File: src/sv/tmf_pkg.sv
// Package with shared constants and control types for the trimmed-mean pH filter.
`timescale 1ns / 1ps

package tmf_pkg;

    localparam int unsigned SampleW  = 10;
    localparam int unsigned ChanW    = 2;
    localparam int unsigned CalW     = 12;
    localparam int unsigned PhW      = 13;
    localparam int unsigned CfgIdxW  = 2;
    localparam int unsigned FillW    = 4;
    localparam int unsigned SumW     = 14;
    localparam int unsigned TrimW    = 13;
    localparam int unsigned ProdW    = 22;
    localparam int unsigned ScaleSh  = 10;

    // Index of the last sample of a block of ten.
    localparam logic [FillW-1:0] LastIdx = 4'd9;

    localparam logic [ProdW-1:0] ScaleNum  = 22'd475;
    localparam logic [ProdW-1:0] RoundHalf = 22'd512;

    localparam logic [CalW-1:0] CalResetCh0 = 12'd2384;
    localparam logic [CalW-1:0] CalResetCh1 = 12'd2444;
    localparam logic [CalW-1:0] CalResetCh2 = 12'd2514;

    localparam logic [CfgIdxW-1:0] CFG_CAL_CH0 = 2'd0;
    localparam logic [CfgIdxW-1:0] CFG_CAL_CH1 = 2'd1;
    localparam logic [CfgIdxW-1:0] CFG_CAL_CH2 = 2'd2;

    localparam logic [ChanW-1:0] CH_PROBE0 = 2'd0;
    localparam logic [ChanW-1:0] CH_PROBE1 = 2'd1;
    localparam logic [ChanW-1:0] CH_PROBE2 = 2'd2;

    typedef struct packed {
        logic load;      // take the sample of an input transaction
        logic trim;      // form the trimmed sum
        logic mult;      // scale the trimmed sum
        logic out_load;  // write the result register
    } tmf_cmd_t;

    typedef struct packed {
        logic last;      // the next sample completes a block
    } tmf_status_t;

endpackage

File: src/sv/ph_trimmed_mean_filter.sv
// Top level of the trimmed-mean pH filter over blocks of ten samples.
//
//   Channel  Signals                          Content
//   input    in_valid / in_ready              sample, channel
//   output   out_valid / out_ready            ph_centi, ch_out
//   config   cfg_valid / cfg_ready            cfg_index, cfg_data
//
// Each sample transaction is taken in the idle state; the tenth of a block is
// followed by trim, multiply and result load, set by the controller sequence.
// Reset clears the fill count and the result flag and restores the offsets.
// The result register holds a finished result while nine further samples are
// taken; only a block-completing sample stalls until that result is read.
`timescale 1ns / 1ps

module ph_trimmed_mean_filter
(
    input  logic                                clk,
    input  logic                                rst_n,
    input  logic                                in_valid,
    output logic                                in_ready,
    input  logic [tmf_pkg::SampleW-1:0]         sample,
    input  logic [tmf_pkg::ChanW-1:0]           channel,
    output logic                                out_valid,
    input  logic                                out_ready,
    output logic signed [tmf_pkg::PhW-1:0]      ph_centi,
    output logic [tmf_pkg::ChanW-1:0]           ch_out,
    input  logic                                cfg_valid,
    output logic                                cfg_ready,
    input  logic [tmf_pkg::CfgIdxW-1:0]         cfg_index,
    input  logic [tmf_pkg::CalW-1:0]            cfg_data
);

    tmf_pkg::tmf_cmd_t    cmd;
    tmf_pkg::tmf_status_t status;

    assign cfg_ready = 1'b1;

    tmf_ctrl u_ctrl
    (
        .clk       (clk),
        .rst_n     (rst_n),
        .in_valid  (in_valid),
        .in_ready  (in_ready),
        .out_valid (out_valid),
        .out_ready (out_ready),
        .status    (status),
        .cmd       (cmd)
    );

    tmf_datapath u_datapath
    (
        .clk       (clk),
        .rst_n     (rst_n),
        .sample    (sample),
        .channel   (channel),
        .cfg_we    (cfg_valid && cfg_ready),
        .cfg_index (cfg_index),
        .cfg_data  (cfg_data),
        .cmd       (cmd),
        .status    (status),
        .ph_centi  (ph_centi),
        .ch_out    (ch_out)
    );

`ifndef SYNTHESIS
    a_trim_follows_last: assert property (@(posedge clk) disable iff (!rst_n)
        cmd.trim |-> $past(in_valid && in_ready && status.last))
        else $error("trim step without a completing sample");

    a_mult_follows_trim: assert property (@(posedge clk) disable iff (!rst_n)
        cmd.trim |=> cmd.mult)
        else $error("multiply step did not follow trim step");

    a_load_follows_mult: assert property (@(posedge clk) disable iff (!rst_n)
        cmd.mult |=> cmd.out_load)
        else $error("result load did not follow multiply step");

    a_no_overwrite: assert property (@(posedge clk) disable iff (!rst_n)
        cmd.out_load |-> !out_valid)
        else $error("result register overwritten before it was read");
`endif

endmodule

File: src/sv/tmf_ctrl.sv
// Controller state machine of the trimmed-mean pH filter.
`timescale 1ns / 1ps

module tmf_ctrl
(
    input  logic                clk,
    input  logic                rst_n,
    input  logic                in_valid,
    output logic                in_ready,
    output logic                out_valid,
    input  logic                out_ready,
    input  tmf_pkg::tmf_status_t status,
    output tmf_pkg::tmf_cmd_t   cmd
);

    typedef enum logic [3:0] {
        S_IDLE = 4'b0001,
        S_TRIM = 4'b0010,
        S_MULT = 4'b0100,
        S_OUT  = 4'b1000
    } state_t;

    state_t state_reg;
    state_t state_next;
    logic   out_valid_reg;
    logic   out_valid_next;
    logic   accept;

    // A block-completing sample is held off while the previous result is still unread.
    assign in_ready  = (state_reg == S_IDLE) && !(status.last && out_valid_reg);
    assign accept    = in_valid && in_ready;
    assign out_valid = out_valid_reg;

    always_comb
    begin
        state_next     = state_reg;
        out_valid_next = out_valid_reg;
        cmd            = '0;
        if (out_valid_reg && out_ready)
        begin
            out_valid_next = 1'b0;
        end
        case (state_reg)
            S_IDLE:
            begin
                if (accept)
                begin
                    cmd.load = 1'b1;
                    if (status.last)
                    begin
                        state_next = S_TRIM;
                    end
                end
            end
            S_TRIM:
            begin
                cmd.trim   = 1'b1;
                state_next = S_MULT;
            end
            S_MULT:
            begin
                cmd.mult   = 1'b1;
                state_next = S_OUT;
            end
            S_OUT:
            begin
                cmd.out_load   = 1'b1;
                out_valid_next = 1'b1;
                state_next     = S_IDLE;
            end
            default:
            begin
                state_next = S_IDLE;
            end
        endcase
    end

    always_ff @(posedge clk or negedge rst_n)
    begin
        if (!rst_n)
        begin
            state_reg     <= S_IDLE;
            out_valid_reg <= 1'b0;
        end
        else
        begin
            state_reg     <= state_next;
            out_valid_reg <= out_valid_next;
        end
    end

endmodule

File: src/sv/tmf_datapath.sv
// Datapath of the trimmed-mean pH filter: running extremes, sum, scaling and offsets.
`timescale 1ns / 1ps

module tmf_datapath
(
    input  logic                                clk,
    input  logic                                rst_n,
    input  logic [tmf_pkg::SampleW-1:0]         sample,
    input  logic [tmf_pkg::ChanW-1:0]           channel,
    input  logic                                cfg_we,
    input  logic [tmf_pkg::CfgIdxW-1:0]         cfg_index,
    input  logic [tmf_pkg::CalW-1:0]            cfg_data,
    input  tmf_pkg::tmf_cmd_t                   cmd,
    output tmf_pkg::tmf_status_t                status,
    output logic signed [tmf_pkg::PhW-1:0]      ph_centi,
    output logic [tmf_pkg::ChanW-1:0]           ch_out
);

    logic [tmf_pkg::FillW-1:0]   fill_reg;
    logic [tmf_pkg::FillW-1:0]   fill_next;
    logic [tmf_pkg::CalW-1:0]    cal0_reg;
    logic [tmf_pkg::CalW-1:0]    cal1_reg;
    logic [tmf_pkg::CalW-1:0]    cal2_reg;

    logic [tmf_pkg::SumW-1:0]    sum_reg;
    logic [tmf_pkg::SumW-1:0]    sum_next;
    logic [tmf_pkg::SampleW-1:0] min1_reg, min2_reg, max1_reg, max2_reg;
    logic [tmf_pkg::SampleW-1:0] min1_next, min2_next, max1_next, max2_next;
    logic [tmf_pkg::ChanW-1:0]   ch_reg;
    logic [tmf_pkg::TrimW-1:0]   trim_reg;
    logic [tmf_pkg::SumW-1:0]    trim_next;
    logic [tmf_pkg::ProdW-1:0]   prod_reg;
    logic [tmf_pkg::ProdW-1:0]   prod_next;
    logic [tmf_pkg::CalW-1:0]    cal_sel;
    logic [tmf_pkg::PhW-1:0]     ph_next;
    logic [tmf_pkg::PhW-1:0]     ph_reg;
    logic [tmf_pkg::ChanW-1:0]   ch_out_reg;

    assign status.last = (fill_reg == tmf_pkg::LastIdx);
    assign fill_next   = status.last ? '0 : fill_reg + 4'd1;

    // The middle six of ten sorted samples are the total less the two lowest
    // and the two highest, so only those four extremes are tracked per sample.
    always_comb
    begin
        min1_next = min1_reg;
        min2_next = min2_reg;
        max1_next = max1_reg;
        max2_next = max2_reg;
        if (fill_reg == '0)
        begin
            sum_next  = tmf_pkg::SumW'(sample);
            min1_next = sample;
            min2_next = '1;
            max1_next = sample;
            max2_next = '0;
        end
        else
        begin
            sum_next = sum_reg + tmf_pkg::SumW'(sample);
            if (sample < min1_reg)
            begin
                min2_next = min1_reg;
                min1_next = sample;
            end
            else if (sample < min2_reg)
            begin
                min2_next = sample;
            end
            if (sample > max1_reg)
            begin
                max2_next = max1_reg;
                max1_next = sample;
            end
            else if (sample > max2_reg)
            begin
                max2_next = sample;
            end
        end
    end

    assign trim_next = sum_reg - tmf_pkg::SumW'(min1_reg) - tmf_pkg::SumW'(min2_reg)
                     - tmf_pkg::SumW'(max1_reg) - tmf_pkg::SumW'(max2_reg);

    assign prod_next = tmf_pkg::ProdW'(trim_reg) * tmf_pkg::ScaleNum + tmf_pkg::RoundHalf;

    always_comb
    begin
        case (ch_reg)
            tmf_pkg::CH_PROBE0: cal_sel = cal0_reg;
            tmf_pkg::CH_PROBE1: cal_sel = cal1_reg;
            tmf_pkg::CH_PROBE2: cal_sel = cal2_reg;
            default:            cal_sel = '0;
        endcase
    end

    assign ph_next = tmf_pkg::PhW'(cal_sel)
                   - tmf_pkg::PhW'(prod_reg[tmf_pkg::ProdW-1:tmf_pkg::ScaleSh]);

    always_ff @(posedge clk or negedge rst_n)
    begin
        if (!rst_n)
        begin
            fill_reg <= '0;
            cal0_reg <= tmf_pkg::CalResetCh0;
            cal1_reg <= tmf_pkg::CalResetCh1;
            cal2_reg <= tmf_pkg::CalResetCh2;
        end
        else
        begin
            if (cmd.load)
            begin
                fill_reg <= fill_next;
            end
            if (cfg_we)
            begin
                case (cfg_index)
                    tmf_pkg::CFG_CAL_CH0: cal0_reg <= cfg_data;
                    tmf_pkg::CFG_CAL_CH1: cal1_reg <= cfg_data;
                    tmf_pkg::CFG_CAL_CH2: cal2_reg <= cfg_data;
                    default:
                    begin
                    end
                endcase
            end
        end
    end

    always_ff @(posedge clk)
    begin
        if (cmd.load)
        begin
            sum_reg  <= sum_next;
            min1_reg <= min1_next;
            min2_reg <= min2_next;
            max1_reg <= max1_next;
            max2_reg <= max2_next;
            ch_reg   <= channel;
        end
        if (cmd.trim)
        begin
            trim_reg <= trim_next[tmf_pkg::TrimW-1:0];
        end
        if (cmd.mult)
        begin
            prod_reg <= prod_next;
        end
        if (cmd.out_load)
        begin
            ph_reg     <= ph_next;
            ch_out_reg <= ch_reg;
        end
    end

    assign ph_centi = ph_reg;
    assign ch_out   = ch_out_reg;

endmodule
File: config.mk
export PLATFORM = sky130hd
export DESIGN_NAME = ph_trimmed_mean_filter
export DESIGN_NICKNAME = d
export VERILOG_FILES = /design/src/sv/tmf_pkg.sv /design/src/sv/ph_trimmed_mean_filter.sv /design/src/sv/tmf_ctrl.sv /design/src/sv/tmf_datapath.sv
export SDC_FILE = /design/constraint.sdc
export NUM_CORES = 1
export LEC_CHECK = 0
export BUFFER_PORTS_ARGS = -buffer_cell sky130_fd_sc_hd__buf_2
export CAP_MARGIN = 20
export CORE_UTILIZATION = 55
export CTS_CLUSTER_DIAMETER = 60
export CTS_CLUSTER_SIZE = 8
export DETAILED_ROUTE_END_ITERATION = 12
export PLACE_DENSITY = 0.72
export SLEW_MARGIN = 15
export SYNTH_ARGS = -nofsm -noshare
export SYNTH_HDL_FRONTEND = slang
export SYNTH_SLANG_ARGS = --single-unit
File: constraint.sdc
create_clock -name clk -period 6.2 [get_ports clk]
set_clock_uncertainty 0.2 [all_clocks]
set_input_delay 0.31 -clock clk [delete_from_list [all_inputs] [get_ports clk]]
set_output_delay 0.31 -clock clk [all_outputs]
set_load 0.01 [all_outputs]
[Yosys cells after proc, flatten, opt, wreduce, memory -nomap -nowiden]
Index checks and enable logic that the tools add are counted.
Operators by class
  add/sub/neg operators: 8
  multipliers: 1
  magnitude comparators: 4
  equality and inequality tests: 11
  muxes and demuxes: 21
  reductions and logical operators: 21
Operators by type and width (number)
  $mux 10: 9
  $sub 13x10->13: 4
  $pmux 12 s3: 1
  $add 22x10->22 const B: 1
  $mul 13x9->22 const B: 1
  $gt 10x10->1: 2
  $lt 10x10->1: 2
  $reduce_and 2->1: 8
  $add 14x10->14: 1
  $sub 12x12->13: 1
  $mux 4: 3
  $pmux 4 s3: 1
  $eq 4x4->1 const B: 2
  $mux 1: 7
  $reduce_bool 2->1: 3
  $reduce_bool 3->1: 2
  $add 4x1->4 const B: 1
  $eq 2x1->1 const B: 2
  $eq 2x2->1 const B: 2
  $eq 4x1->1 const B: 1
  $eq 4x2->1 const B: 1
  $eq 4x3->1 const B: 1
  $logic_and 1x1->1: 4
  $logic_not 2->1: 2
  3 further kinds: 4
Storage, ports and cells
  register bits after elaboration: 151
  bits of input ports: 31
  output and inout port bits: 18
  word-level logic and storage cells: 83

[Longest topological paths before layout]
  depth after elaboration: 8
  gate-level depth with buffers: 17
  mapped depth without buffers: 16

[Hierarchy]
From an unflattened synthesis, not the netlist that was laid out.
Unflattened totals
  cells, all modules: 1019
  area, all modules: 11299.6 µm²
Modules (own cells, without submodules)
  tmf_datapath: instances 1, cells an instance 997, area an instance 11046.8 µm², seq. area each 3872.5 µm²
  tmf_ctrl: instances 1, cells an instance 20, area an instance 241.5 µm², seq. area each 126.4 µm²
  ph_trimmed_mean_filter: instances 1, cells an instance 2, area an instance 11.3 µm², seq. area each 0.0 µm²

[Worst setup path after synthesis]
Ideal clock, no wire load.
  kind: reg2reg
  start point: register u_datapath.trim_reg[8] (netlist bit)
  end point: register u_datapath.prod_reg[21] (netlist bit) (data pin)
  library setup time: 0.261 ns
  arrival time: 4.213 ns
  required time: 5.739 ns
  setup slack: 1.526 ns
  cell stages (with the launch flop): 17
  path buffers: 0
  clock period less this slack: 4.674 ns
  cells stage by stage: edfxtp_1 > inv_1 > fa_1 > fa_1 > inv_1 > fa_1 > inv_1 > fa_1 > inv_1 > ha_1 > ha_1 > a21oi_1 > o21ai_1 > nor2_1 > a32oi_1 > o211ai_1 > a311o_1
Between the ends
  word-level cells in the longest chain between the ends: 2
RTL lines
  from (decl): line tmf_datapath.sv:30  | logic [tmf_pkg::TrimW-1:0] trim_reg;
  from (signal assigned): line tmf_datapath.sv:142  | trim_reg <= trim_next[tmf_pkg::TrimW-1:0];
  $mul 13x9->22: line tmf_datapath.sv:85  | assign prod_next = tmf_pkg::ProdW'(trim_reg) * tmf_pkg::ScaleNum + tmf_pkg::RoundHalf;
  $add 22x10->22: line tmf_datapath.sv:85
  net u_datapath.prod_next, one bit: line tmf_datapath.sv:33  | logic [tmf_pkg::ProdW-1:0] prod_next;
  to (signal assigned): line tmf_datapath.sv:146  | prod_reg <= prod_next;
  to (decl): line tmf_datapath.sv:32  | logic [tmf_pkg::ProdW-1:0] prod_reg;
The timed path passes the listed nets, and every way through them passes these cells.
A chain may end at the register's enable or synchronous reset.

[Worst setup path in the final report]
Same ends and word-level chain as after synthesis.

==> reports/metrics.yaml <==
grt_util_all_layers_pct: 22.8
synth_fa_ha_area_share_pct: 31.2
cts_tree: "built"
netlist_instances: 984
ys_types: 65
core-area_um2: 19700
antenna_found_initial: 0
muxShareOfSynthArea_pct: 5.60
drc: 0
critPathMaxFanout: 5
max_freq_mhz: 200
clk_pin_slew_ns: 0.07
fin_setup_tns_ns: 0
synth_compound_area_share_pct: 10.5
routed_wl_mm: 21.6
holdCritPathClass: "input port to flip-flop"
grt_pass1_wl_mm: 36.0
cp_data_arrival_time_ns: 5.00
num_rows: 51
num_antenna_cells: 0
ys_ff_latch: 140
first_iter_violations: 392
syn_avg_cell_area_um2: 11.4
synth.yosys.seq_area_share_pct: 35.8
netlist_area_um2: 11200
p_per_area_nw_per_um2: 490
cts_root_buf: "clkbuf_16"
end_kind: "flip-flop"
grt_setup_unrepaired: "no"
place_congestion: 0.919
layout_commonest_cell: "inv_1"
cts_sinks: 140
fin_crit_sh_pct: 80.8
maxSlewViolCount: 0
hold_viol_final: 0
num-nets-final: 1319
drv_cap: 0
grtUsageMet2_pct: 39.5
required_ns: 6.18
port_buffers: 47
tightest_slew_ns: 1.07
cts_buffers: 17
final_cells: 1338
status: "completed"
use_met1_pct: 28.5
grt_pass1_vias: 7408
final_cell_mix: "inv_1 (160), ha_1 (144), edfxtp_1 (95), fa_1 (84), nor2_1 (53)"
area.growth.synth_to_final_pct: 12.2
wl_per_cell_um: 16.2
fp.dieH_um: 145
io_pins: 49
first_pass_iters: 5
utilization_pct: 63.6
setup_viol: 0
synth_fp_nets: 1243
ys.flop_type: "edfxtp_1"
drtAntennaViolNets: 0
grt-ovfl-total: 0
dpl.cell_count: 1287
yosys_warnings: 0
max-clock-path-buffers: 2
worst_slack_ns: 1.19
peakVddDrop_mv: 0.628
holdWs_ns: 0.0329
critPathKind: "flip-flop to flip-flop"
drive_above_1_share_pct: 16.1
p_leak_nw: 5.69
dieArea_um2: 20900
grt_use_met3_pct: 4.80
maxSlewHeadroom_pct: 28.2
htree_levels: 4
dpl.hpwl_mm: 16.5
synth_top_family_by_area: "adder cells"
routed_via_density: 5.41
initial_core_util_pct: 56.7
synth_edf_count: 95
cts_resized: 0
vias: 7244
grt_max_degree: 46
cp-start-kind: "flip-flop"
grt.busiest_layer: "met2"
post-route-min-period_ns: 5.01
pre_cts_slack_ns: 1.28
async_flop_share_pct: 32.1
yosys.area_share.simple_pct: 7.45
die_w_um: 145
synth_xor_area_share_pct: 3.37
clk_latency_ns: 0.44
[timing repair]
item / 4_1_cts / 5_1_grt
hold buffers: 17 / 0
endpoints found under the hold margin: 70 / 0
buffers inserted: 0 / 0
[routing by layer]
layer / up-vias / wire length (um)
met5: - / 0
met2: 130 / 10900
met1: 3525 / 9610
met4: 0 / 344
met3: 23 / 761
li1: 3566 / -
[power breakdown]
group | internal, mW | switching [mW] | leakage (nW)
Clock | 0.585 | 0.470 | 0.303
Combinational | 1.51 | 1.99 | 3.98
Sequential | 1.45 | 0.137 | 1.40
Total | 3.55 | 2.60 | 5.69
[cell families after synthesis]
kind of cell,count (synthesis)
AOI/OAI and AO/OA,169
xor gates and xnor gates,43
adders and majority gates,228
buffers and inverters,177
DFF,140
muxes,58
other,1
and+or+nand+nor,168
[through the flow]
stage,power [mW],area [um2]
5_1_grt,6.63,12500
3_5_place_dp,5.12,11700
6_report,6.15,12500
3_3_place_gp,5.03,11700
2_1_floorplan,4.22,11200
4_1_cts,6.22,12500
[area by class of cell]
type                            instances  area [um2]
Fill cell                            1536        7180
Multi-Input combinational cell        667        6520
Sequential cell                       140        4000
Inverter                              162         608
Clock buffer                           19         475
Timing Repair Buffer                   72         465
Tap cell                              265         332
Clock inverter                         13         136
[critical path, stage by stage (launching register included)]
cell      delay [ns]
edfxtp_1        0.49
inv_1           0.17
fa_1            0.45
fa_1            0.52
inv_1           0.05
fa_1            0.49
inv_1           0.05
fa_1            0.52
inv_1           0.04
ha_1            0.29
ha_1            0.39
a21oi_1         0.13
o21ai_1         0.25
nor2_1          0.11
a32oi_1         0.22
o211ai_1        0.11
a311o_1         0.28
[cell usage after synthesis, types with 6 or more instances]
library cell,number,area share (%)
a21oi_1,39,1.7
mux2i_1,22,2.0
nand2b_1,11,0.62
nand2_1,43,1.4
nand4_1,7,0.39
o21a_1,11,0.74
a211oi_1,7,0.47
clkbuf_1,6,0.20
nor3_1,9,0.40
ha_1,144,16
dfrtp_1,29,6.5
a31oi_1,6,0.34
mux2_2,36,3.6
o211ai_1,6,0.40
xor2_1,19,1.5
fa_1,84,15
nand3_1,10,0.45
inv_1,160,5.4
o21ai_0,44,2.0
nor2_1,53,1.8
dfstp_2,16,3.8
xnor2_1,24,1.9
o211ai_2,10,1.1
a21o_1,11,0.74
edfxtp_1,95,26
nor2b_1,10,0.56
[path summary, 6_finish.rpt]
kind | startpoint | endpoint | slack [ns] | depth (start not counted)
hold reg to reg | u_datapath.cal0_reg[0] | u_datapath.cal0_reg[0] | 0.31 | 1
setup / recovery | u_datapath.trim_reg[8] | u_datapath.prod_reg[21] | 1.19 | 16
setup reg to reg | u_datapath.trim_reg[8] | u_datapath.prod_reg[21] | 1.19 | 16
min in group asynchronous | rst_n | u_datapath.cal1_reg[6] | 0.37 | 2
hold / removal | sample[1] | u_datapath.min1_reg[1] | 0.03 | 1
max in group asynchronous | rst_n | u_datapath.cal0_reg[10] | 4.82 | 2
No activity file was read; power rests on OpenSTA's default activity.
